==> src/hdl/strm_pkg.sv <==
// shared constants, types and helper functions for the sparse table range minimum engine
package strm_pkg;

    localparam int MAX_ELEMENTS = 1024;
    localparam int NUM_LEVELS   = 11;
    localparam int IDX_W        = $clog2(MAX_ELEMENTS);
    localparam int LVL_W        = $clog2(NUM_LEVELS);
    localparam int TBL_DEPTH    = NUM_LEVELS * MAX_ELEMENTS;
    localparam int ADDR_W       = $clog2(TBL_DEPTH);
    localparam int POS_W        = 11;
    localparam int SPAN_W       = POS_W + 2;
    localparam int DATA_W       = 32;
    localparam int OP_W         = 2;
    localparam int S_TDATA_W    = 56;
    localparam int S_TUSER_W    = 2;
    localparam int M_TDATA_W    = 32;
    localparam int M_TUSER_W    = 2;

    localparam logic [DATA_W-1:0] EMPTY_ANSWER = 32'd1000000000;

    typedef enum logic [OP_W-1:0] {
        OP_LOAD  = 2'd0,
        OP_BUILD = 2'd1,
        OP_QUERY = 2'd2
    } opcode_t;

    typedef struct packed {
        logic              re;
        logic [ADDR_W-1:0] raddr_a;
        logic [ADDR_W-1:0] raddr_b;
        logic              we;
        logic [ADDR_W-1:0] waddr;
        logic [DATA_W-1:0] wdata;
    } mem_req_t;

    function automatic logic [DATA_W-1:0] smin(input logic [DATA_W-1:0] a,
                                               input logic [DATA_W-1:0] b);
        return ($signed(a) <= $signed(b)) ? a : b;
    endfunction

    function automatic logic [LVL_W-1:0] floor_log2(input logic [POS_W-1:0] w);
        int h;
        h = 0;
        for (int i = 0; i < POS_W; i++)
        begin
            if (w[i])
            begin
                h = i;
            end
        end
        if (h > NUM_LEVELS - 1)
        begin
            h = NUM_LEVELS - 1;
        end
        return LVL_W'(h);
    endfunction

    function automatic logic [ADDR_W-1:0] tbl_addr(input logic [LVL_W-1:0] lvl,
                                                   input logic [IDX_W-1:0] idx);
        return ADDR_W'(int'(lvl) * MAX_ELEMENTS + int'(idx));
    endfunction

endpackage

==> src/hdl/strm_ctrl.sv <==
// sequencer for load, build and query transfers around the table memory
module strm_ctrl (
    input  logic                              clk,
    input  logic                              rst_n,
    input  logic [strm_pkg::POS_W-1:0]        len,
    input  logic                              s_tvalid,
    output logic                              s_tready,
    input  logic [strm_pkg::S_TDATA_W-1:0]    s_tdata,
    input  logic [strm_pkg::S_TUSER_W-1:0]    s_tuser,
    output logic                              m_tvalid,
    input  logic                              m_tready,
    output logic [strm_pkg::M_TDATA_W-1:0]    m_tdata,
    output logic [strm_pkg::M_TUSER_W-1:0]    m_tuser,
    output strm_pkg::mem_req_t                mem_req,
    input  logic [strm_pkg::DATA_W-1:0]       rdata_a,
    input  logic [strm_pkg::DATA_W-1:0]       rdata_b
);
    import strm_pkg::*;

    typedef enum logic [3:0] {
        ST_IDLE  = 4'b0001,
        ST_BUILD = 4'b0010,
        ST_QADDR = 4'b0100,
        ST_QREAD = 4'b1000
    } state_t;

    state_t              state_reg, state_next;
    logic [POS_W-1:0]    left_reg, left_next;
    logic [POS_W-1:0]    right_reg, right_next;
    logic [LVL_W-1:0]    lvl_reg, lvl_next;
    logic [IDX_W-1:0]    idx_reg, idx_next;
    logic                pend_reg, pend_next;
    logic [ADDR_W-1:0]   pend_addr_reg, pend_addr_next;
    logic                empty_reg, empty_next;
    logic                bad_reg, bad_next;
    logic                out_valid_reg, out_valid_next;
    logic [DATA_W-1:0]   min_reg, min_next;
    logic [1:0]          flags_reg, flags_next;

    logic                accept;
    opcode_t             in_op;
    logic [POS_W-1:0]    in_pos;
    logic [POS_W-1:0]    in_right;
    logic [DATA_W-1:0]   in_value;
    logic [POS_W-1:0]    len_eff;
    logic [SPAN_W-1:0]   span;
    logic [SPAN_W-1:0]   next_span;
    logic [IDX_W-1:0]    half;
    logic                fits;
    logic                load_we;
    logic                q_empty;
    logic                q_bad;
    logic [POS_W-1:0]    q_width;
    logic [LVL_W-1:0]    q_lvl;
    logic [POS_W-1:0]    q_span;
    logic                out_free;

    assign in_op    = opcode_t'(s_tuser[OP_W-1:0]);
    assign in_pos   = s_tdata[POS_W-1:0];
    assign in_right = s_tdata[2*POS_W-1:POS_W];
    assign in_value = s_tdata[2*POS_W+DATA_W-1:2*POS_W];

    assign s_tready = (state_reg == ST_IDLE);
    assign accept   = s_tvalid && s_tready;
    assign len_eff  = (len > POS_W'(MAX_ELEMENTS)) ? POS_W'(MAX_ELEMENTS) : len;

    assign span      = SPAN_W'(1) << lvl_reg;
    assign next_span = span << 1;
    assign half      = IDX_W'(span >> 1);
    assign fits      = (SPAN_W'(idx_reg) + span) <= SPAN_W'(len_eff);

    assign load_we = accept && (in_op == OP_LOAD) && (in_pos != '0) && (in_pos <= len_eff);

    assign q_empty = left_reg > right_reg;
    assign q_bad   = (left_reg == '0) || (right_reg == '0) ||
                     (left_reg > len_eff) || (right_reg > len_eff);
    assign q_width = right_reg - left_reg + POS_W'(1);
    assign q_lvl   = floor_log2(q_width);
    assign q_span  = POS_W'(1) << q_lvl;

    assign out_free = !out_valid_reg || m_tready;

    always_comb
    begin
        state_next     = state_reg;
        left_next      = left_reg;
        right_next     = right_reg;
        lvl_next       = lvl_reg;
        idx_next       = idx_reg;
        pend_next      = 1'b0;
        pend_addr_next = pend_addr_reg;
        empty_next     = empty_reg;
        bad_next       = bad_reg;
        out_valid_next = out_valid_reg && !m_tready;
        min_next       = min_reg;
        flags_next     = flags_reg;

        mem_req.re      = 1'b0;
        mem_req.raddr_a = '0;
        mem_req.raddr_b = '0;
        mem_req.we      = load_we || pend_reg;
        mem_req.waddr   = pend_reg ? pend_addr_reg : tbl_addr('0, IDX_W'(in_pos - POS_W'(1)));
        mem_req.wdata   = pend_reg ? smin(rdata_a, rdata_b) : in_value;

        unique case (state_reg)
            ST_IDLE:
            begin
                if (accept)
                begin
                    unique case (in_op)
                        OP_BUILD:
                        begin
                            lvl_next   = LVL_W'(1);
                            idx_next   = '0;
                            state_next = ST_BUILD;
                        end
                        OP_QUERY:
                        begin
                            left_next  = in_pos;
                            right_next = in_right;
                            state_next = ST_QADDR;
                        end
                        default:
                        begin
                        end
                    endcase
                end
            end
            ST_BUILD:
            begin
                if (fits)
                begin
                    mem_req.re      = 1'b1;
                    mem_req.raddr_a = tbl_addr(lvl_reg - LVL_W'(1), idx_reg);
                    mem_req.raddr_b = tbl_addr(lvl_reg - LVL_W'(1), idx_reg + half);
                    pend_next       = 1'b1;
                    pend_addr_next  = tbl_addr(lvl_reg, idx_reg);
                    idx_next        = idx_reg + IDX_W'(1);
                end
                else
                begin
                    lvl_next = lvl_reg + LVL_W'(1);
                    idx_next = '0;
                    if ((lvl_reg == LVL_W'(NUM_LEVELS - 1)) || (next_span > SPAN_W'(len_eff)))
                    begin
                        state_next = ST_IDLE;
                    end
                end
            end
            ST_QADDR:
            begin
                empty_next = q_empty;
                bad_next   = q_bad;
                if (!q_empty && !q_bad)
                begin
                    mem_req.re      = 1'b1;
                    mem_req.raddr_a = tbl_addr(q_lvl, IDX_W'(left_reg - POS_W'(1)));
                    mem_req.raddr_b = tbl_addr(q_lvl, IDX_W'(right_reg - q_span));
                end
                state_next = ST_QREAD;
            end
            ST_QREAD:
            begin
                if (out_free)
                begin
                    out_valid_next = 1'b1;
                    flags_next     = {bad_reg, empty_reg};
                    if (empty_reg)
                    begin
                        min_next = EMPTY_ANSWER;
                    end
                    else if (bad_reg)
                    begin
                        min_next = '0;
                    end
                    else
                    begin
                        min_next = smin(rdata_a, rdata_b);
                    end
                    state_next = ST_IDLE;
                end
            end
            default:
            begin
                state_next = ST_IDLE;
            end
        endcase
    end

    always_ff @(posedge clk or negedge rst_n)
    begin
        if (!rst_n)
        begin
            state_reg     <= ST_IDLE;
            pend_reg      <= 1'b0;
            out_valid_reg <= 1'b0;
        end
        else
        begin
            state_reg     <= state_next;
            pend_reg      <= pend_next;
            out_valid_reg <= out_valid_next;
        end
    end

    always_ff @(posedge clk)
    begin
        left_reg      <= left_next;
        right_reg     <= right_next;
        lvl_reg       <= lvl_next;
        idx_reg       <= idx_next;
        pend_addr_reg <= pend_addr_next;
        empty_reg     <= empty_next;
        bad_reg       <= bad_next;
        min_reg       <= min_next;
        flags_reg     <= flags_next;
    end

    assign m_tvalid = out_valid_reg;
    assign m_tdata  = min_reg;
    assign m_tuser  = flags_reg;

    a_no_write_clash: assert property (@(posedge clk) disable iff (!rst_n)
        !(pend_reg && load_we))
        else $error("build write collides with load write");

    a_pend_in_build: assert property (@(posedge clk) disable iff (!rst_n)
        pend_reg |-> (state_reg == ST_BUILD))
        else $error("pending build write outside build");

    a_pend_upper_level: assert property (@(posedge clk) disable iff (!rst_n)
        pend_reg |-> (pend_addr_reg >= ADDR_W'(MAX_ELEMENTS)))
        else $error("build write targets level zero");

    a_qread_order: assert property (@(posedge clk) disable iff (!rst_n)
        (state_reg == ST_QREAD) |->
            ($past(state_reg) == ST_QADDR || $past(state_reg) == ST_QREAD))
        else $error("query result step entered without address step");

endmodule

==> config.mk <==
export PLATFORM = sky130hd
export DESIGN_NAME = strm_ctrl
export DESIGN_NICKNAME = d
export VERILOG_FILES = /design/src/hdl/strm_pkg.sv /design/src/hdl/strm_ctrl.sv
export SDC_FILE = /design/constraint.sdc
export NUM_CORES = 1
export LEC_CHECK = 0
export BUFFER_PORTS_ARGS = -buffer_cell sky130_fd_sc_hd__buf_4
export CORE_ASPECT_RATIO = 0.5
export CORE_MARGIN = 10
export CORE_UTILIZATION = 55
export DETAILED_ROUTE_END_ITERATION = 8
export HOLD_SLACK_MARGIN = 0.02
export PLACE_DENSITY = 0.84
export SYNTH_ARGS = -nofsm -noshare
export SYNTH_HDL_FRONTEND = slang
export SYNTH_SLANG_ARGS = --single-unit
==> constraint.sdc <==
create_clock -name clk -period 6 [get_ports clk]
set_input_delay 0.3 -clock clk [delete_from_list [all_inputs] [get_ports clk]]
set_output_delay 0.3 -clock clk [all_outputs]
set_load 0.01 [all_outputs]
==> impl_metrics.env <==
export IMPL_regToRegSetupSlack_ns=0.90
export IMPL_min_path_type="primary input to register"
export IMPL_remaining_drc_errors=0
export IMPL_tns_ns=0
export IMPL_peakVddDrop_v=0.000143
export IMPL_clock_latency_ns=0.36
export IMPL_postPlaceCellArea_um2=11600
export IMPL_groute_usage_overall_pct=27.1
export IMPL_antenna_found_initial=0
export IMPL_crit_fanout=5
export IMPL_clockBufferDepth=2
export IMPL_vias=9761
export IMPL_fin_cells=1567
export IMPL_rows=33
export IMPL_synthArstFlopShare_pct=6.52
export IMPL_syn_avg_cell_area_um2=8.64
export IMPL_grt_max_degree=67
export IMPL_path_class="register to primary output"
export IMPL_max_freq_mhz=174
export IMPL_syn_area_um2=9570
export IMPL_start_util_pct=57.2
export IMPL_synth_fp_nets=1403
export IMPL_setup_viol=0
export IMPL_grt_pass1_vias=9291
export IMPL_ys_flop_type="edfxtp_1"
export IMPL_grt_pass1_wl_um=50800
export IMPL_die_y_um=113
export IMPL_yosysSeqAreaShare_pct=28.6
export IMPL_fp_dieW_um=207
export IMPL_largest_register_ffs=32
export IMPL_ios=249
export IMPL_utilization_pct=71.7
export IMPL_dp_cells=1544
export IMPL_dieArea_um2=23400
export IMPL_clk_pin_slew_ns=0.08
export IMPL_postLayoutCellArea_um2=12000
export IMPL_first_pass_iters=7
export IMPL_final_min_clock_period_ns=5.76
export IMPL_clock_sinks=92
export IMPL_synth_edff_count=86
export IMPL_crit_arrival_ns=5.46
export IMPL_place_hpwl_um=26500
export IMPL_routed_via_density=6.23
export IMPL_area_growth_syn_to_layout_pct=25.3
export IMPL_leakage_nw=5.39
export IMPL_maxCapViolations=0
export IMPL_wl_per_cell_um=21.5
export IMPL_fp_coreArea_um2=16700
export IMPL_slew_headroom_pct=26.2
export IMPL_start_kind="register"
export IMPL_crit_path_end_kind="primary output"
export IMPL_worst_ep_required_time_ns=5.70
export IMPL_cts_root_buf="clkbuf_16"
export IMPL_finalCritPeriodShare_pct=96.0
export IMPL_grt_overflow=0
export IMPL_fillCellCount=1289
export IMPL_antenna_cells=0
export IMPL_synth_cell_types=74
export IMPL_yosysWarnings=0
export IMPL_drv_slew=0
export IMPL_powerDensity_nw_per_um2=233
export IMPL_numCtsBuffers=9
export IMPL_port_buffer_count=246
export IMPL_worstMarginPinSlew_ns=1.11
export IMPL_gp_congestion=0.961
export IMPL_fin_nets=1630
export IMPL_drive_gt1_share_pct=23.0
export IMPL_cts_tree="done"
export IMPL_synthCells=1108
export IMPL_status="finished clean"
export IMPL_htree_num_levels=3
export IMPL_drt_iter0_markers=851
export IMPL_fin_worst_skew_ns=0.0116
export IMPL_drt_total_wl_um=33700
export IMPL_ant_nets=0
export IMPL_ys_ff_latch=92
export IMPL_finalHoldViolations=0
## Yosys cell counts (5+ instances only)
cell,n,area share [%]
ha_1,154,20
edfxtp_1,86,27
inv_1,84,3.3
nor2_1,84,3.3
nand2_1,77,3.0
o21ai_0,77,4.0
a21oi_1,64,3.3
nand3_1,53,2.8
xnor2_1,40,3.7
a31oi_1,38,2.5
nor3_1,28,1.5
clkbuf_1,25,0.98
nor2b_1,21,1.4
a21o_1,18,1.4
and2_1,18,1.2
nand4_1,18,1.2
nand2b_1,16,1.0
and4_1,15,1.4
xor2_1,15,1.4
a311o_1,14,1.5
buf_2,13,0.68
o21ai_1,13,0.68
o22ai_1,11,0.72
o21a_1,10,0.78
a211oi_1,9,0.71
nor4_1,9,0.59
and3_1,8,0.52
o21bai_1,7,0.55
o211ai_1,6,0.47
or3_1,6,0.39
dfrtp_1,5,1.3
## per-stage QoR
step | setup WS, ns | power, mW | hold WS (ns)
2_1_floorplan | 0.935 | 1.68 | 0.00441
3_3_place_gp | 0.426 | 2.11 | 0.111
3_5_place_dp | 0.296 | 2.15 | 0.111
4_1_cts | 0.0734 | 2.75 | 0.0979
5_1_grt | -0.0675 | 2.96 | 0.104
6_report | 0.242 | 2.79 | 0.104
## kinds of logic after synthesis
group | after synthesis | synth area share [%]
compound gates | 293 | 19.2
simple gates | 379 | 20.7
buf+inv | 130 | 5.52
flops | 92 | 28.6
xor+xnor | 55 | 5.03
fa+ha+maj | 158 | 21.0
mux | 1 | 0.118
## worst max-delay path: stages, from the launching register on
cell	delay, ns
edfxtp_1	0.53
ha_4	0.30
inv_1	0.05
ha_1	0.20
inv_1	0.07
fa_1	0.39
nand2b_2	0.23
a21o_1	0.17
a211oi_2	0.30
nor2_1	0.07
a211o_1	0.30
nor3_4	0.27
and2_4	0.19
nor2b_1	0.13
ha_1	0.18
inv_1	0.06
fa_1	0.41
a21o_1	0.19
a21oi_2	0.17
o21bai_1	0.10
a21oi_2	0.19
o21ai_0	0.13
xnor2_1	0.14
o2bb2ai_1	0.18
buf_4	0.16
## power by group
part	switching, mW	internal (mW)
Combinational	0.739	0.582
Sequential	0.102	0.781
Clock	0.297	0.293
Total	1.14	1.66
## layer usage
layer | up-vias | part of all wire [%] | global-route usage [%]
met5 | - | 0 | 0
li1 | 4546 | - | -
met3 | 76 | 10 | 5.38
met4 | 0 | 2.9 | 9.52
met1 | 4622 | 40 | 34.1
met2 | 517 | 46 | 45.6
## area by class of cell
cell class | count | area [um2] | share of cell area (%)
well taps | 227 | 284 | 2.37
multi-input cells | 886 | 6400 | 53.3
flip-flops and latches | 92 | 2740 | 22.8
repair buffers | 260 | 1950 | 16.3
clock buffers | 9 | 225 | 1.88
inverters | 86 | 324 | 2.70
clock inverters | 7 | 71.3 | 0.595
## cell usage in the layout, fill, tap and decap left out, drive strengths merged, types with 3 or more instances in the layout
cell       n
a2111oi    3
edfxtp    86
clkinv     5
inv       86
nor4      11
nor2      84
xor2      15
a31oi     38
a211oi     9
a21oi     65
ha       154
o21bai     7
and3       8
dfrtp      5
o21a      10
nor2b     22
o22ai     11
nand2b    16
xnor2     40
a21o      18
nand3     53
nand4     18
or2        6
buf      259
or3        6
and4      15
nor3b      3
a221oi     3
clkbuf     9
nand2     78
a311o     14
nor3      29
o211ai     6
and2      18
o21ai     90
fa         4
## worst paths after layout
path	startpoint	endpoint	depth (start not counted)
hold reg to reg	bad_reg$_DFFE_PP_	m_tuser[1]$_DFFE_PP_	0
setup / recovery	left_reg[1]$_DFFE_PP_	mem_req[55]	24
hold / removal	s_tdata[16]	right_reg[5]$_DFFE_PP_	1
min in group asynchronous	rst_n	m_tvalid$_DFF_PN0_	2
setup reg to reg	lvl_reg[0]$_SDFFCE_PN1P_	state_reg[1]$_DFFE_PN0P_	19
max in group asynchronous	rst_n	state_reg[0]$_DFFE_PN1P_	2
## timing repair
item                                   in CTS  in global routing
endpoints found under the hold margin       6                  0
resized for setup                           2                 18
setup endpoints to repair                   1                  3
pin swaps                                   0                  3
hold buffers                                1                  0
setup buffers                               1                  5
No activity file was read; power rests on OpenSTA's default activity.
